### src/rtl/slu_pkg.sv
// ---------------------------------------------------------------------------
// String literal unescaper package
// Transaction types, decoder phase codes and character constants shared by
// the core and its checker.
// ---------------------------------------------------------------------------
package slu_pkg;

    typedef struct packed {
        logic [7:0] in_byte;
        logic       closing_byte;
    } t_slu_in;

    typedef struct packed {
        logic [7:0] out_byte;
        logic       byte_valid;
        logic       error_here;
        logic       end_of_literal;
        logic       literal_ok;
    } t_slu_out;

    localparam logic [2:0] PH_OPEN    = 3'd0;
    localparam logic [2:0] PH_BODY    = 3'd1;
    localparam logic [2:0] PH_ESC     = 3'd2;
    localparam logic [2:0] PH_HEX1    = 3'd3;
    localparam logic [2:0] PH_HEX2    = 3'd4;
    localparam logic [2:0] PH_DISCARD = 3'd5;

    localparam logic [7:0] CH_BACKSLASH = 8'h5C;
    localparam logic [7:0] CH_SQUOTE    = 8'h27;
    localparam logic [7:0] CH_DQUOTE    = 8'h22;
    localparam logic [7:0] CH_N         = 8'h6E;
    localparam logic [7:0] CH_R         = 8'h72;
    localparam logic [7:0] CH_T         = 8'h74;
    localparam logic [7:0] CH_X         = 8'h78;
    localparam logic [7:0] CH_NEWLINE   = 8'h0A;
    localparam logic [7:0] CH_CR        = 8'h0D;
    localparam logic [7:0] CH_TAB       = 8'h09;

    // Returns {digit_ok, value}.
    function automatic logic [4:0] hex_digit(input logic [7:0] b);
        logic [4:0] res;
        res = 5'd0;
        if (b >= 8'h30 && b <= 8'h39) begin
            res = {1'b1, b[3:0]};
        end else if ((b >= 8'h61 && b <= 8'h66) || (b >= 8'h41 && b <= 8'h46)) begin
            res = {1'b1, 4'(b[2:0] + 3'd1) + 4'd8};
        end
        return res;
    endfunction

endpackage

### src/rtl/string_literal_unescaper_core.sv
// ---------------------------------------------------------------------------
// String literal unescaper core
// Decodes the escapes of a quoted string literal, one raw byte per
// transaction, and gives one result transaction for each input transaction.
// ---------------------------------------------------------------------------
// The block takes one byte per clock cycle unless o_ready is low, returning
// its result in the next cycle; the only storage is the decoder phase, the
// pending high hex digit and a single result register, so the input stays
// ready whenever that register is empty or is being emptied in the same cycle.
module string_literal_unescaper_core (
    input  logic              i_clk,
    input  logic              i_rst_n,
    input  logic              i_valid,
    output logic              o_ready,
    input  slu_pkg::t_slu_in  i_data,
    output logic              o_valid,
    input  logic              i_ready,
    output slu_pkg::t_slu_out o_data
);
    import slu_pkg::*;

    logic [2:0] r_phase;
    logic [2:0] n_phase;
    logic [3:0] r_nibble;
    logic [3:0] n_nibble;
    logic       r_out_valid;
    t_slu_out   r_out_data;
    t_slu_out   n_out_data;
    logic [4:0] hex;
    logic       accept;

    assign o_ready = !r_out_valid || i_ready;
    assign accept  = i_valid && o_ready;
    assign o_valid = r_out_valid;
    assign o_data  = r_out_data;
    assign hex     = hex_digit(i_data.in_byte);

    always_comb begin
        n_phase    = r_phase;
        n_nibble   = r_nibble;
        n_out_data = '0;
        if (i_data.closing_byte) begin
            n_out_data.end_of_literal = 1'b1;
            n_phase = PH_OPEN;
            unique case (r_phase) inside
                PH_ESC, PH_HEX1, PH_HEX2: begin
                    n_out_data.error_here = 1'b1;
                end
                PH_DISCARD: begin
                    n_out_data.literal_ok = 1'b0;
                end
                default: begin
                    n_out_data.literal_ok = 1'b1;
                end
            endcase
        end else begin
            unique case (r_phase)
                PH_BODY: begin
                    if (i_data.in_byte == CH_BACKSLASH) begin
                        n_phase = PH_ESC;
                    end else begin
                        n_out_data.out_byte   = i_data.in_byte;
                        n_out_data.byte_valid = 1'b1;
                    end
                end
                PH_ESC: begin
                    n_phase = PH_BODY;
                    n_out_data.byte_valid = 1'b1;
                    case (i_data.in_byte) inside
                        CH_BACKSLASH, CH_SQUOTE, CH_DQUOTE: begin
                            n_out_data.out_byte = i_data.in_byte;
                        end
                        CH_N: begin
                            n_out_data.out_byte = CH_NEWLINE;
                        end
                        CH_R: begin
                            n_out_data.out_byte = CH_CR;
                        end
                        CH_T: begin
                            n_out_data.out_byte = CH_TAB;
                        end
                        CH_X: begin
                            n_out_data.byte_valid = 1'b0;
                            n_phase = PH_HEX1;
                        end
                        default: begin
                            n_out_data.byte_valid = 1'b0;
                            n_out_data.error_here = 1'b1;
                            n_phase = PH_DISCARD;
                        end
                    endcase
                end
                PH_HEX1: begin
                    if (hex[4]) begin
                        n_nibble = hex[3:0];
                        n_phase  = PH_HEX2;
                    end else begin
                        n_out_data.error_here = 1'b1;
                        n_phase = PH_DISCARD;
                    end
                end
                PH_HEX2: begin
                    if (hex[4]) begin
                        n_out_data.out_byte   = {r_nibble, hex[3:0]};
                        n_out_data.byte_valid = 1'b1;
                        n_phase = PH_BODY;
                    end else begin
                        n_out_data.error_here = 1'b1;
                        n_phase = PH_DISCARD;
                    end
                end
                PH_DISCARD: begin
                    n_phase = PH_DISCARD;
                end
                default: begin
                    n_phase = PH_BODY;
                end
            endcase
        end
    end

    always_ff @(posedge i_clk) begin
        if (!i_rst_n) begin
            r_phase     <= PH_OPEN;
            r_nibble    <= 4'd0;
            r_out_valid <= 1'b0;
        end else begin
            if (accept) begin
                r_phase     <= n_phase;
                r_nibble    <= n_nibble;
                r_out_valid <= 1'b1;
            end else if (i_ready) begin
                r_out_valid <= 1'b0;
            end
        end
    end

    always_ff @(posedge i_clk) begin
        if (accept) begin
            r_out_data <= n_out_data;
        end
    end

endmodule

### config.mk
export PLATFORM = sky130hd
export DESIGN_NAME = string_literal_unescaper_core
export DESIGN_NICKNAME = d
export VERILOG_FILES = /design/src/rtl/slu_pkg.sv /design/src/rtl/string_literal_unescaper_core.sv
export SDC_FILE = /design/constraint.sdc
export NUM_CORES = 1
export LEC_CHECK = 0
export BUFFER_PORTS_ARGS = -buffer_cell sky130_fd_sc_hd__buf_2
export CAP_MARGIN = 20
export CORE_MARGIN = 1
export CORE_UTILIZATION = 50
export CTS_BUF_LIST = sky130_fd_sc_hd__clkbuf_4 sky130_fd_sc_hd__clkbuf_8 sky130_fd_sc_hd__clkbuf_16
export DETAILED_ROUTE_END_ITERATION = 8
export HOLD_SLACK_MARGIN = 0.03
export MAX_ROUTING_LAYER = met4
export PLACE_DENSITY = 0.8
export SYNTH_ARGS = -nofsm -noshare
export SYNTH_HDL_FRONTEND = slang
export SYNTH_SLANG_ARGS = --single-unit
### constraint.sdc
create_clock -name i_clk -period 2.13 [get_ports i_clk]
set_input_delay 0.426 -clock i_clk [delete_from_list [all_inputs] [get_ports i_clk]]
set_output_delay 0.426 -clock i_clk [all_outputs]
set_load 0.05 [all_outputs]
==> impl_metrics.tcl, run 1 <==
set metrics [dict create \
    io_pins 27 \
    clock_path_buffers 2 \
    gp_congestion 0.9705 \
    placed_cell_area_um2 1793 \
    arrival_ns 2.26 \
    drive_above_1_share_pct 35.24 \
    synthesis.nets 180 \
    critPathCaptureType "flop" \
    drc_errors 0 \
    nNetsFinal 229 \
    track_usage_pct 26.64 \
    die_h_um 56.02 \
    ctsResizeCount 0 \
    hp-class "in -> reg" \
    yosys.cell_count.top_type "nor2_1" \
    criticalPathCategory "in -> reg" \
    grt_max_degree 15 \
    holdWs_ns 0.3730 \
    synth_area_leaders "edfxtp_1, dfxtp_1, nor2_1, ha_1, nand2_1" \
    crit_path_max_fanout 4 \
    antenna_found_initial 0 \
    min_period_over_period_pct 94.95 \
    clock_skew_ns 0.001522 \
    max_cap_viol_count 0 \
    synth_edf_count 12 \
    ys_warn_count 0 \
    rows 19 \
    vdd_drop_max_mv 0.7033 \
    yosys.area.top_type "edfxtp_1" \
    postCtsHoldBufs 0 \
    p_per_area_nw_per_um2 527.9 \
    start_kind "primary input" \
    start_util_pct 52.90 \
    fin_area_um2 1846 \
    hpwl_mm 3.147 \
    syn_area_per_cell_um2 9.006 \
    rsz0062_at_grt "false" \
    syn_inst 162 \
    fin_crit_ns 2.023 \
    dr.pass1.iters 4 \
    worst_pin_slew_ns 0.3745 \
    cts_sinks 20 \
    postRouteAntennaNets 0 \
    synth_seq_cells 20 \
    cts.htree.levels 1 \
    slew_headroom_pct 75.03 \
    syn_area_um2 1459 \
    synth_common_cells "nor2_1, nand2_1, edfxtp_1" \
    overflow 0 \
    io_buffer_count 26 \
    async_flop_share_pct 0 \
    ys_seq_area_share_pct 35.68 \
    routed_via_density 5.971 \
    final_hold_viol_count 0 \
    drt_iter0_drc 64 \
    tritoncts "done" \
    leakage_uw 0.0007641 \
    area_growth_pct 26.50 \
    diodes 0 \
    cts_root_buf "clkbuf_4" \
    grt_pass1_vias 1371 \
    synth-main-ff-cell "edfxtp_1" \
    outcome "complete, no violations" \
    worst_ep_required_time_ns 2.37 \
    clk_latency_ns 0.30 \
    drv_slew 0 \
    ys_types 56 \
    die-area_um2 3138 \
    core-area_um2 2758 \
    vias 1439 \
    synth_top_cell_area_share_pct 24.70 \
    setup_viol_count_final 0 \
    clkTransAtPathRegs_ns 0.11 \
    wl_mm 3.838 \
    cts_setup_buffers 0 \
    die_w_um 56.02 \
    numCtsBuffers 3 \
    fmax_ghz 0.4944 \
    post_drt_wl_per_cell_um 15.93 \
    grt_pass1_wl_mm 6.299 \
]
cells by family (layout without fill, tap and decap cells):
family | count (synthesis) | in the layout | synth area share (%)
AND/OR/NAND/NOR | 66 | 66 | 24.01
AO/OA/AOI/OAI | 52 | 52 | 29.59
flip-flops | 20 | 20 | 35.68
buffers and inverters | 17 | 65 | 5.231
adder cells (fa/ha/maj) | 5 | 5 | 4.288
XOR/XNOR | 2 | 2 | 1.201
registers in the layout (all words and copies together), names as in the netlist:
signal / count
o_data: 12
o_valid: 1
r_nibble: 4
r_phase: 3
final timing paths:
path	startpoint	end	slack (ns)	cells after the start
min	i_valid	o_valid	0.37	3
max	i_data[1]	r_phase[2]	0.11	8
min reg2reg	r_nibble[0]	r_nibble[0]	0.50	2
max reg2reg	r_phase[1]	o_data[4]	0.33	6
area by class of cell:
| cell class | instances | area (um2) |
|---|---|---|
| inverter | 7 | 26.28 |
| clock buffer | 3 | 22.52 |
| tap | 31 | 38.79 |
| multi-input combinational | 125 | 867.1 |
| fill | 215 | 912.1 |
| timing repair buffer | 54 | 340.3 |
| sequential | 20 | 520.5 |
| clock inverter | 1 | 30.03 |
per-layer routing:
layer	GRT usage [%]	part of all wire [%]	routed length, um	up-vias
li1	-	-	-	702
met1	32.01	40	1550	666
met2	44.73	50	1916	62
met3	5.814	8.0	308	9
met4	8.014	1.6	63	0
met5	-	0	0	-
layout by cell type (no fill, tap or decap), drive strengths merged, types with 4 or more instances in the layout:
cell | Yosys | layout
edfxtp | 12 | 12
dfxtp | 8 | 8
buf | 5 | 54
inv | 7 | 7
nor2 | 18 | 18
a21oi | 7 | 7
nor2b | 6 | 6
o21ai | 11 | 11
ha | 5 | 5
nand2 | 15 | 15
a31oi | 5 | 5
nor4 | 4 | 4
nor3 | 4 | 4
per-stage QoR:
step | cells | setup TNS (ns) | total power [uW] | setup WS (ns) | utilization, %
3_3_place_gp | 237 | -0.5952 | 670.9 | -0.1451 | 65.02
2_1_floorplan | 162 | 0 | 590.5 | 0.02793 | -
5_1_grt | 241 | 0 | 1015 | 0.1140 | 66.92
6_report | 241 | 0 | 974.3 | 0.1075 | 66.92
3_5_place_dp | 237 | -0.8878 | 675.1 | -0.2029 | 65.02
4_1_cts | 241 | 0 | 979.6 | 0.1314 | 66.92
power breakdown:
group	switching [uW]	total [uW]	internal, uW
logic	150	236	86.7
clock network	116	307	190
registers	5.74	431	425
total	272	974	703
worst max-delay path, cell delays in order:
cell and delay [ns]:
buf_2 0.12, inv_2 0.06, ha_1 0.22, nor2b_1 0.16
o211a_1 0.27, or2_1 0.28, or4_1 0.56, a21oi_1 0.17
(Power assumes the default switching activity.)
==> inputs of run 2 (changes only) <==
--- a/config.mk
+++ b/config.mk
@@ -13,7 +13,7 @@
 export DETAILED_ROUTE_END_ITERATION = 8
 export HOLD_SLACK_MARGIN = 0.03
 export MAX_ROUTING_LAYER = met4
-export PLACE_DENSITY = 0.8
+export PLACE_DENSITY = 0.76
 export SYNTH_ARGS = -nofsm -noshare
 export SYNTH_HDL_FRONTEND = slang
 export SYNTH_SLANG_ARGS = --single-unit
==> impl_metrics.tcl, run 2 (same netlist as run 1, synthesis figures left out) <==
set metrics [dict create \
    start_kind "primary input" \
    ctsResizeCount 0 \
    rsz0062_at_grt "false" \
    drv_slew 0 \
    fin_cells 248 \
    rows 19 \
    cts_sinks 20 \
    grt_pass1_wl_mm 6.451 \
    setup_tns_ns 0 \
    clock_path_buffers 2 \
    fin_crit_ns 1.980 \
    r2r-start "r_phase[1]" \
    p_per_area_nw_per_um2 518.8 \
    arrival_ns 2.22 \
    critPathCaptureType "flop" \
    final_hold_viol_count 0 \
    die_h_um 56.02 \
    grt_pass1_vias 1397 \
    cts.htree.levels 1 \
    hp-class "in -> reg" \
    grt_max_degree 15 \
    p_total_uw 984.7 \
    min_period_over_period_pct 92.95 \
    slew_headroom_pct 73.15 \
    crit_chain "buf_2, inv_2, ha_1, nor2b_1, o211a_1, or2_1, or4_1, a21oi_1" \
    io_pins 27 \
    die-area_um2 3138 \
    antenna_found_initial 0 \
    die_w_um 56.02 \
    cts_root_buf "clkbuf_4" \
    worstHoldStart "i_valid" \
    numCtsBuffers 3 \
    vias 1467 \
    nNetsFinal 236 \
    dr.pass1.iters 4 \
    vdd_drop_max_mv 0.9323 \
    slowest_stage "or4_1" \
    clkTransAtPathRegs_ns 0.11 \
    final_core_util_pct 68.83 \
    postCtsHoldBufs 0 \
    place_ws_ns -0.1330 \
    wl_mm 3.871 \
    tritoncts "done" \
    placed_cells 244 \
    criticalPathCategory "in -> reg" \
    drive_above_1_share_pct 37.33 \
    final.setup.worst_slack_ns 0.1501 \
    clock_skew_ns 0.006968 \
    worst_ep_required_time_ns 2.37 \
    hpwl_mm 3.096 \
    post_drt_wl_per_cell_um 15.61 \
    setup_viol_count_final 0 \
    clk_latency_ns 0.30 \
    slowest_delay_ns 0.55 \
    cts_setup_buffers 0 \
    max_cap_viol_count 0 \
    crit_start "i_data[1]" \
    crit_path_max_fanout 4 \
    start_util_pct 52.90 \
    postRouteAntennaNets 0 \
    outcome "complete, no violations" \
    fmax_ghz 0.5051 \
    final_cell_mix "buf_4, buf_2, nor2_1" \
    track_usage_pct 26.92 \
    gp_congestion 0.9447 \
    area_growth_pct 30.10 \
    overflow 0 \
    routed_via_density 5.915 \
    largest_reg_flops 12 \
    drt_iter0_drc 70 \
    final_common_cell "buf_4" \
    leakage_uw 0.0007994 \
    core-area_um2 2758 \
    worst_pin_slew_ns 0.4028 \
    diodes 0 \
    drc_errors 0 \
    io_buffer_count 26 \
]
==> run 2: cell count changes in the layout (fill, tap and decap cells not counted), sizes merged <==
cell,previous run,this run
buf,54,61
==> run 2: final timing paths <==
| kind | slack [ns] | depth (start not counted) | to |
|---|---|---|---|
| setup / recovery | 0.15 | 8 | r_phase[2] |
| hold / removal | 0.38 | 3 | o_valid |
| setup reg to reg | 0.28 | 6 | o_data[4] |
| hold reg to reg | 0.50 | 2 | r_nibble[3] |
==> run 2: power by group <==
group / total (uW) / switching [uW] / internal (uW)
clock: 308 / 118 / 190
sequential: 430 / 5.01 / 425
combinational: 246 / 154 / 92.7
==> run 2: metal layers <==
layer | up-vias | global-route usage [%] | wire [um]
met5 | - | - | 0
met4 | 0 | 4.181 | 10
met1 | 694 | 35.35 | 1781
met2 | 48 | 43.71 | 1859
li1 | 723 | - | -
met3 | 2 | 5.814 | 219
==> run 2: final cells by class <==
| cell class | count | area [um2] |
|---|---|---|
| Multi-Input combinational cell | 125 | 867.1 |
| Tap cell | 31 | 38.79 |
| Sequential cell | 20 | 520.5 |
| Clock inverter | 1 | 30.03 |
| Fill cell | 234 | 859.6 |
| Inverter | 7 | 26.28 |
| Clock buffer | 3 | 22.52 |
| Timing Repair Buffer | 61 | 392.9 |
==> run 2: worst max-delay path: cells and delay by family <==
family	cells	cell delay [ns]
buffers and inverters	2	0.19
adders and majority gates	1	0.22
AOI/OAI and AO/OA	2	0.41
and+or+nand+nor	3	0.97
==> run 2: stage by stage <==
step | hold WS, ns | instance area (um2)
floorplan | 0.4484 | 1464
global placement | 0.4931 | 1846
detailed placement | 0.4911 | 1846
CTS | 0.3775 | 1898
global route | 0.3743 | 1898
finish | 0.3780 | 1898
